## src/sv/assert_macros.svh

```systemverilog
// Assertion helpers used by the RTL.
`ifndef ASSERT_MACROS_SVH
`define ASSERT_MACROS_SVH

// Same-cycle implication, disabled while reset is low.
`define ASSERT_IMPLIES(label, clk, rst_n, ante, cons) \
  label: assert property (@(posedge clk) disable iff (!rst_n) (ante) |-> (cons)) \
    else $error("implication check failed");

// Next-cycle implication, disabled while reset is low.
`define ASSERT_NEXT(label, clk, rst_n, ante, cons) \
  label: assert property (@(posedge clk) disable iff (!rst_n) (ante) |=> (cons)) \
    else $error("next-cycle check failed");

`endif

```

## src/sv/msod_pkg.sv

```systemverilog
`default_nettype none

package msod_pkg;

  localparam int WINDOW    = 8;
  localparam int MOTORS    = 4;
  localparam int FIELD_LANES = 4;
  localparam int NUM_LANES = (MOTORS < FIELD_LANES) ? MOTORS : FIELD_LANES;

  localparam int SAMPLE_W = 16;
  localparam int MAG_W    = 15;
  localparam int THR_W    = 15;
  localparam int SUM_W    = $clog2(WINDOW * 32767 + 1);

  localparam int IN_DATA_W  = 136;
  localparam int OUT_DATA_W = 16;
  localparam int MASK_LSB   = 2 * FIELD_LANES * SAMPLE_W;

  localparam logic MODE_SAMPLE = 1'b0;
  localparam logic MODE_CLEAR  = 1'b1;

  localparam logic REG_SPEED_THR   = 1'b0;
  localparam logic REG_CURRENT_THR = 1'b1;

  localparam logic [THR_W-1:0] SPEED_THR_RST   = 15'd0;
  localparam logic [THR_W-1:0] CURRENT_THR_RST = 15'd32767;

  typedef struct packed {
    logic                   all_okay;
    logic [FIELD_LANES-1:0] stalled_now;
    logic [FIELD_LANES-1:0] overload_flags;
  } res_t;

  function automatic logic [MAG_W-1:0] abs_sat(input logic [SAMPLE_W-1:0] x);
    logic [SAMPLE_W-1:0] neg;
    neg = SAMPLE_W'(~x + 1'b1);
    if (!x[SAMPLE_W-1]) begin
      return x[MAG_W-1:0];
    end else if (neg[SAMPLE_W-1]) begin
      return {MAG_W{1'b1}};
    end else begin
      return neg[MAG_W-1:0];
    end
  endfunction

endpackage

`default_nettype wire

```

## src/sv/msod_lane.sv

```systemverilog
`default_nettype none

module msod_lane
  import msod_pkg::*;
(
  input  wire logic                clk_i,
  input  wire logic                rst_ni,
  input  wire logic                sample_i,
  input  wire logic [SAMPLE_W-1:0] speed_i,
  input  wire logic [SAMPLE_W-1:0] current_i,
  input  wire logic [THR_W-1:0]    speed_thr_i,
  input  wire logic [THR_W-1:0]    current_thr_i,
  output logic                     stalled_o
);

  logic [WINDOW-1:0][MAG_W-1:0] spd_hist_q, spd_hist_d;
  logic [WINDOW-1:0][MAG_W-1:0] cur_hist_q, cur_hist_d;
  logic [SUM_W-1:0] spd_sum_q, spd_sum_d;
  logic [SUM_W-1:0] cur_sum_q, cur_sum_d;
  logic [MAG_W-1:0] spd_mag, cur_mag;
  logic [SUM_W-1:0] spd_limit, cur_limit;

  always_comb begin
    spd_mag    = abs_sat(speed_i);
    cur_mag    = abs_sat(current_i);
    spd_hist_d = {spd_hist_q[WINDOW-2:0], spd_mag};
    cur_hist_d = {cur_hist_q[WINDOW-2:0], cur_mag};
    spd_sum_d  = spd_sum_q - SUM_W'(spd_hist_q[WINDOW-1]) + SUM_W'(spd_mag);
    cur_sum_d  = cur_sum_q - SUM_W'(cur_hist_q[WINDOW-1]) + SUM_W'(cur_mag);
    spd_limit  = SUM_W'(SUM_W'(speed_thr_i) * SUM_W'(WINDOW));
    cur_limit  = SUM_W'(SUM_W'(current_thr_i) * SUM_W'(WINDOW));
    stalled_o  = (spd_sum_d < spd_limit) && (cur_sum_d > cur_limit);
  end

  always_ff @(posedge clk_i or negedge rst_ni) begin
    if (!rst_ni) begin
      spd_hist_q <= '0;
      cur_hist_q <= '0;
      spd_sum_q  <= '0;
      cur_sum_q  <= '0;
    end else if (sample_i) begin
      spd_hist_q <= spd_hist_d;
      cur_hist_q <= cur_hist_d;
      spd_sum_q  <= spd_sum_d;
      cur_sum_q  <= cur_sum_d;
    end
  end

endmodule

`default_nettype wire

```

## src/sv/msod_merge.sv

```systemverilog
`default_nettype none

`include "assert_macros.svh"

module msod_merge
  import msod_pkg::*;
(
  input  wire logic                   clk_i,
  input  wire logic                   rst_ni,
  input  wire logic                   in_valid_i,
  output logic                        in_ready_o,
  input  wire logic                   mode_i,
  input  wire logic [FIELD_LANES-1:0] clear_mask_i,
  input  wire logic [FIELD_LANES-1:0] stalled_i,
  output logic                        out_valid_o,
  input  wire logic                   out_ready_i,
  output res_t                        out_o
);

  logic                   flags_en;
  logic [FIELD_LANES-1:0] flags_q, flags_d;
  res_t                   res;
  res_t                   out_q, out_d, skid_q, skid_d;
  logic                   out_valid_q, out_valid_d, skid_valid_q, skid_valid_d;
  logic                   push, pop;

  assign in_ready_o  = !skid_valid_q;
  assign push        = in_valid_i && in_ready_o;
  assign pop         = out_valid_q && out_ready_i;
  assign out_valid_o = out_valid_q;
  assign out_o       = out_q;
  assign flags_en    = push;

  always_comb begin
    res = '0;
    if (mode_i == MODE_CLEAR) begin
      flags_d = flags_q & ~clear_mask_i;
    end else begin
      flags_d         = flags_q | stalled_i;
      res.stalled_now = stalled_i;
    end
    res.overload_flags = flags_d;
    res.all_okay       = (flags_d == '0);
  end

  always_comb begin
    out_d        = out_q;
    skid_d       = skid_q;
    out_valid_d  = out_valid_q;
    skid_valid_d = skid_valid_q;
    if (skid_valid_q) begin
      if (pop) begin
        out_d        = skid_q;
        skid_valid_d = 1'b0;
      end
    end else if (push) begin
      if (pop || !out_valid_q) begin
        out_d       = res;
        out_valid_d = 1'b1;
      end else begin
        skid_d       = res;
        skid_valid_d = 1'b1;
      end
    end else if (pop) begin
      out_valid_d = 1'b0;
    end
  end

  always_ff @(posedge clk_i or negedge rst_ni) begin
    if (!rst_ni) begin
      flags_q      <= '0;
      out_valid_q  <= 1'b0;
      skid_valid_q <= 1'b0;
    end else begin
      if (flags_en) begin
        flags_q <= flags_d;
      end
      out_valid_q  <= out_valid_d;
      skid_valid_q <= skid_valid_d;
    end
  end

  always_ff @(posedge clk_i) begin
    out_q  <= out_d;
    skid_q <= skid_d;
  end

  `ASSERT_IMPLIES(a_skid_behind_out, clk_i, rst_ni, skid_valid_q, out_valid_q)
  `ASSERT_IMPLIES(a_okay_matches_flags, clk_i, rst_ni, out_valid_q,
                  out_q.all_okay == (out_q.overload_flags == '0))
  `ASSERT_IMPLIES(a_stalled_sets_flags, clk_i, rst_ni, out_valid_q,
                  (out_q.stalled_now & ~out_q.overload_flags) == '0)
  `ASSERT_NEXT(a_clear_drops_bits, clk_i, rst_ni, push && (mode_i == MODE_CLEAR),
               (flags_q & $past(clear_mask_i)) == '0)

endmodule

`default_nettype wire

```

## src/sv/motor_stall_overload_detector.sv

```systemverilog
// Channel   Dir  Handshake                Payload
// s_axis    in   s_axis_tvalid/tready     tdata: samples + clear mask, tuser: mode
// m_axis    out  m_axis_tvalid/tready     tdata: flags, stalled, all-okay
// cfg       in   cfg_valid_i/cfg_ready_o  cfg_index_i, cfg_data_i (thresholds)
//
// One item per cycle while s_axis_tready is high; each result is registered.
// Each lane registers its running sums per sample; the flag merge is same-cycle.
// A two-entry output buffer keeps s_axis_tready high while one result waits.
// Reset clears windows, sums, flags and thresholds to their initial values.
`default_nettype none

module motor_stall_overload_detector
  import msod_pkg::*;
(
  input  wire logic                  clk_i,
  input  wire logic                  rst_ni,
  input  wire logic                  s_axis_tvalid,
  output logic                       s_axis_tready,
  // speed_0..3, current_0..3 (16b each), clear_mask (4b), zero pad
  input  wire logic [IN_DATA_W-1:0]  s_axis_tdata,
  // mode
  input  wire logic                  s_axis_tuser,
  output logic                       m_axis_tvalid,
  input  wire logic                  m_axis_tready,
  // overload_flags (4b), stalled_now (4b), all_okay (1b), zero pad
  output logic [OUT_DATA_W-1:0]      m_axis_tdata,
  input  wire logic                  cfg_valid_i,
  output logic                       cfg_ready_o,
  input  wire logic                  cfg_index_i,
  input  wire logic [THR_W-1:0]      cfg_data_i
);

  logic [THR_W-1:0]       spd_thr_q, cur_thr_q;
  logic [FIELD_LANES-1:0] stalled;
  logic                   sample;
  res_t                   res;

  assign cfg_ready_o = 1'b1;

  always_ff @(posedge clk_i or negedge rst_ni) begin
    if (!rst_ni) begin
      spd_thr_q <= SPEED_THR_RST;
      cur_thr_q <= CURRENT_THR_RST;
    end else if (cfg_valid_i) begin
      unique case (cfg_index_i)
        REG_SPEED_THR:   spd_thr_q <= cfg_data_i;
        REG_CURRENT_THR: cur_thr_q <= cfg_data_i;
        default: ;
      endcase
    end
  end

  assign sample = s_axis_tvalid && s_axis_tready && (s_axis_tuser == MODE_SAMPLE);

  for (genvar i = 0; i < FIELD_LANES; i++) begin : g_lane
    if (i < NUM_LANES) begin : g_on
      msod_lane u_lane (
        .clk_i         (clk_i),
        .rst_ni        (rst_ni),
        .sample_i      (sample),
        .speed_i       (s_axis_tdata[i*SAMPLE_W +: SAMPLE_W]),
        .current_i     (s_axis_tdata[(FIELD_LANES+i)*SAMPLE_W +: SAMPLE_W]),
        .speed_thr_i   (spd_thr_q),
        .current_thr_i (cur_thr_q),
        .stalled_o     (stalled[i])
      );
    end else begin : g_off
      assign stalled[i] = 1'b0;
    end
  end

  msod_merge u_merge (
    .clk_i        (clk_i),
    .rst_ni       (rst_ni),
    .in_valid_i   (s_axis_tvalid),
    .in_ready_o   (s_axis_tready),
    .mode_i       (s_axis_tuser),
    .clear_mask_i (s_axis_tdata[MASK_LSB +: FIELD_LANES]),
    .stalled_i    (stalled),
    .out_valid_o  (m_axis_tvalid),
    .out_ready_i  (m_axis_tready),
    .out_o        (res)
  );

  assign m_axis_tdata = OUT_DATA_W'({res.all_okay, res.stalled_now, res.overload_flags});

endmodule

`default_nettype wire
```

## config.mk

```make
export PLATFORM = sky130hd
export DESIGN_NAME = motor_stall_overload_detector
export DESIGN_NICKNAME = d
export VERILOG_FILES = /design/src/sv/msod_pkg.sv /design/src/sv/msod_lane.sv /design/src/sv/msod_merge.sv /design/src/sv/motor_stall_overload_detector.sv
export VERILOG_INCLUDE_DIRS = /design/src /design/src/sv
export SDC_FILE = /design/constraint.sdc
export NUM_CORES = 2
export LEC_CHECK = 0
export ABC_AREA = 1
export BUFFER_PORTS_ARGS = -buffer_cell sky130_fd_sc_hd__buf_2
export CELL_PAD_IN_SITES_DETAIL_PLACEMENT = 1
export CELL_PAD_IN_SITES_GLOBAL_PLACEMENT = 1
export CORE_MARGIN = 8
export CORE_UTILIZATION = 48
export DETAILED_ROUTE_END_ITERATION = 8
export PLACE_DENSITY_LB_ADDON = 0.3
export SLEW_MARGIN = 20
export SYNTH_ARGS = -nofsm -noshare
export SYNTH_HDL_FRONTEND = slang
export SYNTH_SLANG_ARGS = --single-unit
```

## constraint.sdc

```tcl
create_clock -name clk_i -period 4.2 [get_ports clk_i]
set_clock_uncertainty 0.15 [all_clocks]
set_input_delay 0 -clock clk_i [delete_from_list [all_inputs] [get_ports clk_i]]
set_output_delay 0 -clock clk_i [all_outputs]
set_load 0.05 [all_outputs]
```

=== Word-level counts from Yosys, hierarchy flattened ===
Index checks and enable logic that the tools add are counted.

* Bits in registers: 1158
* Latch bits: 0
* Memory bits (writable): 0
* Memory bits (read-only): 0
* Input port bits: 158
* Output and inout bits: 19
* Logic and storage cells: 180
* Memories: 0

* $add $sub $neg: 24
* Multipliers: 0
* Divide/modulo/power cells: 0
* Order comparisons: 8
* Equal/unequal tests: 2
* Shift operators: 0
* Multiplexer cells: 29
* Bitwise gates (word level): 15
* Reduce and logical (&&, ||, !) cells: 19

{| class="wikitable"
|+ Operators by type and width
! operator !! count
|-
| 15-bit two-way mux || 16
|-
| 18-bit by 15-bit adder with 18-bit output || 8
|-
| 18-bit by 15-bit subtractor with 18-bit output || 8
|-
| 16-bit by 1-bit adder with 16-bit output (second input constant) || 8
|-
| 16-bit NOT || 8
|-
| 18-bit > comparator || 4
|-
| 18-bit less-than comparator || 4
|-
| 9-bit two-way mux || 4
|-
| 3-bit AND reduction || 3
|-
| 4-bit two-way mux || 2
|-
| 1-bit logical AND || 7
|-
| 1-bit two-way mux || 7
|-
| 2-bit nonzero test || 3
|-
| 4-bit AND || 1
|-
| 4-bit zero test || 1
|-
| 2-bit != test (second input constant) || 2
|-
| 1-bit NOT || 4
|-
| 4-bit NOT || 1
|-
| 4-bit OR || 1
|-
| 2-bit AND reduction || 2
|-
| 1-bit zero test || 2
|-
| 1-bit logical OR || 1
|}

=== Longest topological paths before layout ===
* Depth after elaboration: 13
* Depth in mapped cells: 37
* Mapped depth without buffers: 36

=== Cells and area by module ===
From an unflattened synthesis, not the netlist that was laid out.

* Cells, all modules: 7921
* Area, all modules: 61751.7 µm²

{| class="wikitable"
|+ Modules (own cells, without submodules)
! module !! times used !! cells an instance !! area an instance (µm²) !! seq. area each (µm²)
|-
| msod_lane at g_lane[0].g_on.u_lane || 1 || 1923 || 14885.5 || 6906.6
|-
| msod_lane at g_lane[1].g_on.u_lane || 1 || 1923 || 14851.7 || 6906.6
|-
| msod_lane at g_lane[3].g_on.u_lane || 1 || 1920 || 14843.0 || 6906.6
|-
| msod_lane at g_lane[2].g_on.u_lane || 1 || 1914 || 14833.0 || 6906.6
|-
| motor_stall_overload_detector || 1 || 143 || 1285.0 || 769.5
|-
| msod_merge || 1 || 98 || 1053.5 || 690.7
|}

=== Least setup slack after synthesis ===
OpenSTA, ideal clock, no wires.

* Kind: input -> register
* Start point: input s_axis_tdata[100]
* End point: register u_merge.skid_q[8] (netlist name), data pin
* Setup time: 0.255 ns
* Arrival time: 4.022 ns
* Data required time: 3.795 ns
* Path slack: -0.226 ns
* Stages: 33
* Path buffers: 1
* Path through: nor2_2 -> inv_2 -> nor2_2 -> nand3_2 -> nor3_4 -> nand4_2 -> nor2_2 -> inv_2 -> buf_6 -> nand2_2 -> fa_1 -> ha_1 -> a21oi_1 -> o21ai_1 -> nand2_1 -> nand2_1 -> a21oi_2 -> inv_1 -> a21oi_1 -> inv_1 -> or2_0 -> and2_1 -> ha_1 -> nand4_1 -> nor3_1 -> nand2_1 -> nand2_1 -> nand3_1 -> inv_1 -> nand2_1 -> nand2_1 -> nor2_1 -> and2_1

{| class="wikitable"
|+ RTL lines
! what !! line !! text
|-
| start, declared || motor_stall_overload_detector.sv:20 || <nowiki>input wire logic [IN_DATA_W-1:0] s_axis_tdata,</nowiki>
|-
| end signal, assigned || msod_merge.sv:85 || <nowiki>skid_q <= skid_d;</nowiki>
|-
| end, declared || msod_merge.sv:23 || <nowiki>res_t out_q, out_d, skid_q, skid_d;</nowiki>
|}

==> summary.md <==
| Metric | Value |
|---|---|
| Status | complete, but fails checks |
| Violated checks | negative setup slack |
| Final std cells w/o fill | 9714 |
| Final Max Tran Viols | 0 |
| Met2 GRT Util | 0.5539 |
| Top-area cell type share of the netlist area | 0.4823 |
| H-Tree Depth | 4 |
| Min-delay worst type | input pin to register |
| Share of cells above drive strength 1 | 0.2377 |
| Yosys top cell by area | dfrtp_1 |
| Iteration-0 DRC Markers | 6058 |
| Remaining routing DRC violations | 0 |
| Worst Min Path Start | s_axis_tdata[47] |
| CP arrival | 5540 ps |
| Nets | 8525 |
| Rows | 128 |
| Mapped Cells | 6796 |
| Crit end category | register |
| All-Layer GR Usage | 0.3119 |
| Reg2reg start | g_lane[3].g_on.u_lane.spd_sum_q[7]$_DFFE_PN0P_ |
| Chip Width | 364.7 µm |
| Top Ports | 177 |
| Worst Path Class, Setup | input pin to register |
| Root cell of the clock tree | clkbuf_16 |
| Final min period | 5061 ps |
| Setup tns final | -11590 ps |
| Max Cap Viol | 0 |
| Initial core utilization | 0.4815 |
| Core area | 121200 µm² |
| Post-detail-place hpwl | 118600 µm |
| GRT overflow | 0 |
| Count leader, synth | nand2_1 |
| Synth area leaders | dfrtp_1 (48%), nand2_1 (13%), o21ai_0 (8.7%), ha_1 (5.7%), inv_1 (5.3%) |
| Die Height | 364.7 µm |
| CTS tree | built |
| Initial DRT Pass Iterations | 7 |
| Routed wire per std cell | 27.45 µm |
| Worst slew pin tran | 1038 ps |
| Met3 Use GR | 0.04596 |
| Post-synth EDFFs | 18 |
| Worst EP required | 4680 ps |
| Unrepaired setup endpoints after global routing | yes |
| Final core utilization | 0.6377 |
| Final setup vio count | 22 |
| Via count | 58700 |
| Final wirelength | 266700 µm |
| Unique masters post-synth | 60 |
| Rel. slew slack | 0.3062 |
| Synth top cells by count | nand2_1 (2048), dfrtp_1 (1125), o21ai_0 (1014) |
| CP Launch Type | input pin |
| Post-route ant nets | 0 |
| Die Footprint | 133000 µm² |
| Main synth FF type | dfrtp_1 |
| Placed Cells | 9099 |
| CP max-delay cell | fa_1 |
| Antenna violations before repair | 9 |
| First-pass GRT wire length | 333000 µm |
| Number of global-route vias before repair | 60750 |
| Asr flop ratio synth | 0.9845 |
| Reg area | 29090 µm² |
| Total CTS buffers | 130 |
| PortBufs | 164 |
| Synth Area per Inst | 8.589 µm² |
| Most Crowded Layer GR | met2 |
| Delay of the slowest critical-path stage | 610 ps |
| Area delta synth->final | 32.44% |
| Final setup margin | -860.9 ps |
| Multi-input gate area | 27860 µm² |
| Largest net degree at the start of global routing | 157 |
| Crit. Startpoint | s_axis_tdata[49] |
| Clk sink count | 1158 |
| Synth warnings | 0 |
| GRT met1 Usage | 0.3680 |
| Post-Syn Area | 58370 µm² |
| CP dominant cell by count | nand4_1 |
| Seq/Total Area, Yosys | 0.4983 |
| Max Root-Sink Buffers | 3 |
| Final Hold Viols | 0 |
| Fmax | 0.1976 GHz |
| Seq cells post-synth | 1158 |
| Clock transition at the registers of the reported paths | 70 ps |
| Setup WS pre-CTS | -1209 ps |
| Crit Path Max Fanout | 8 |
| Fillers | 13640 |
| Gp weighted congestion | 0.8659 |
| Period utilization | 1.205 |
| Worst skew pair latency | 790 ps |
| Vias per inst | 6.043 |
logic make-up (layout without fill, tap and decap cells):
group	after synthesis	after routing	share of synthesized area
buffers and inverters	1127	2404	0.07609
adder cells (fa/ha/maj)	388	388	0.09860
XOR/XNOR	127	127	0.01906
AND/OR/NAND/NOR	2629	2629	0.1863
other	2	18	0.0001287
AO/OA/AOI/OAI	1365	1365	0.1215
flip-flops	1158	1158	0.4983
registers in the layout, indices dropped and copies added, names as in the netlist:
name                           cells
cur_thr_q                         15
g_lane.g_on.u_lane.cur_sum_q      72
u_merge.out_valid_o                1
u_merge.out_o                      9
g_lane.g_on.u_lane.spd_hist_d    420
spd_thr_q                         15
u_merge.skid_valid_q               1
u_merge.flags_q                    4
g_lane.g_on.u_lane.cur_hist_d    420
u_merge.skid_q                     9
g_lane.g_on.u_lane.cur_hist_q     60
g_lane.g_on.u_lane.spd_sum_q      72
g_lane.g_on.u_lane.spd_hist_q     60
per-stage QoR:
| stage | instance area [µm²] | hold slack (ps) |
|---|---|---|
| after floorplan | 58570 | -445.6 |
| after global placement | 66500 | 2.988 |
| after detailed placement | 66500 | 24.53 |
| after CTS | 74740 | 1.422 |
| after global routing | 77300 | 149.1 |
| final | 77310 | 109.2 |
metal layers:
| layer | up-vias | part of all wire |
|---|---|---|
| met1 | 29410 | 0.35 |
| met2 | 3645 | 0.49 |
| li1 | 23930 | - |
| met5 | - | 0.000038 |
| met3 | 1709 | 0.070 |
| met4 | 2 | 0.092 |
timing repair:
action / in CTS / in global routing
endpoints found under the setup margin: 19 / 22
buffers inserted: 44 / 73
hold endpoints to repair: 962 / 0
resized for setup: 187 / 472
hold buffers: 260 / 0
pin swaps: 92 / 219
critical path, delay by kind of cell:
kind	cells	cell delay, ps
compound gates	3	1000
xor+xnor	1	180
fa+ha+maj	3	1380
buf+inv	6	830
simple gates	16	2080
layout by cell type, fill, tap and decap left out, drive strengths merged, types with 38 or more instances in the layout:
cell,synthesis,final
nand2,2058,2058
dfrtp,1125,1125
buf,114,1069
o21ai,1059,1059
inv,844,848
ha,268,268
dlygate4sd3,0,257
nand3,210,210
a21oi,202,202
nor2,200,200
clkbuf,167,178
fa,120,120
xor2,92,92
nor3,50,50
or2,44,44
nand4,38,38
final cells by class:
class                           count  share of cell area
Antenna cell                       10           0.0003237
Clock buffer                      178             0.04796
Sequential cell                  1158              0.3762
Inverter                          846             0.04150
Tap cell                         1625             0.02630
Clock inverter                     54            0.008594
Multi-Input combinational cell   4517              0.3604
Timing Repair Buffer             1326              0.1387
final timing paths:
check | cells past startpoint | slack, ps | end
setup / recovery | 29 | -860 | u_merge.out_o[8]$_DFFE_PP_
hold / removal | 9 | 110 | g_lane[2].g_on.u_lane.spd_hist_d[29]$_DFFE_PN0P_
setup reg to reg | 18 | -690 | u_merge.out_o[8]$_DFFE_PP_
hold reg to reg | 2 | 330 | g_lane[1].g_on.u_lane.spd_hist_d[96]$_DFFE_PN0P_
max in group asynchronous | 5 | 2570 | g_lane[2].g_on.u_lane.cur_hist_d[20]$_DFFE_PN0P_
min in group asynchronous | 3 | 560 | cur_thr_q[7]$_DFFE_PN1P_
Power is not shown: default switching activity piles up to over one toggle a cycle in this logic, so the estimate is an artifact.
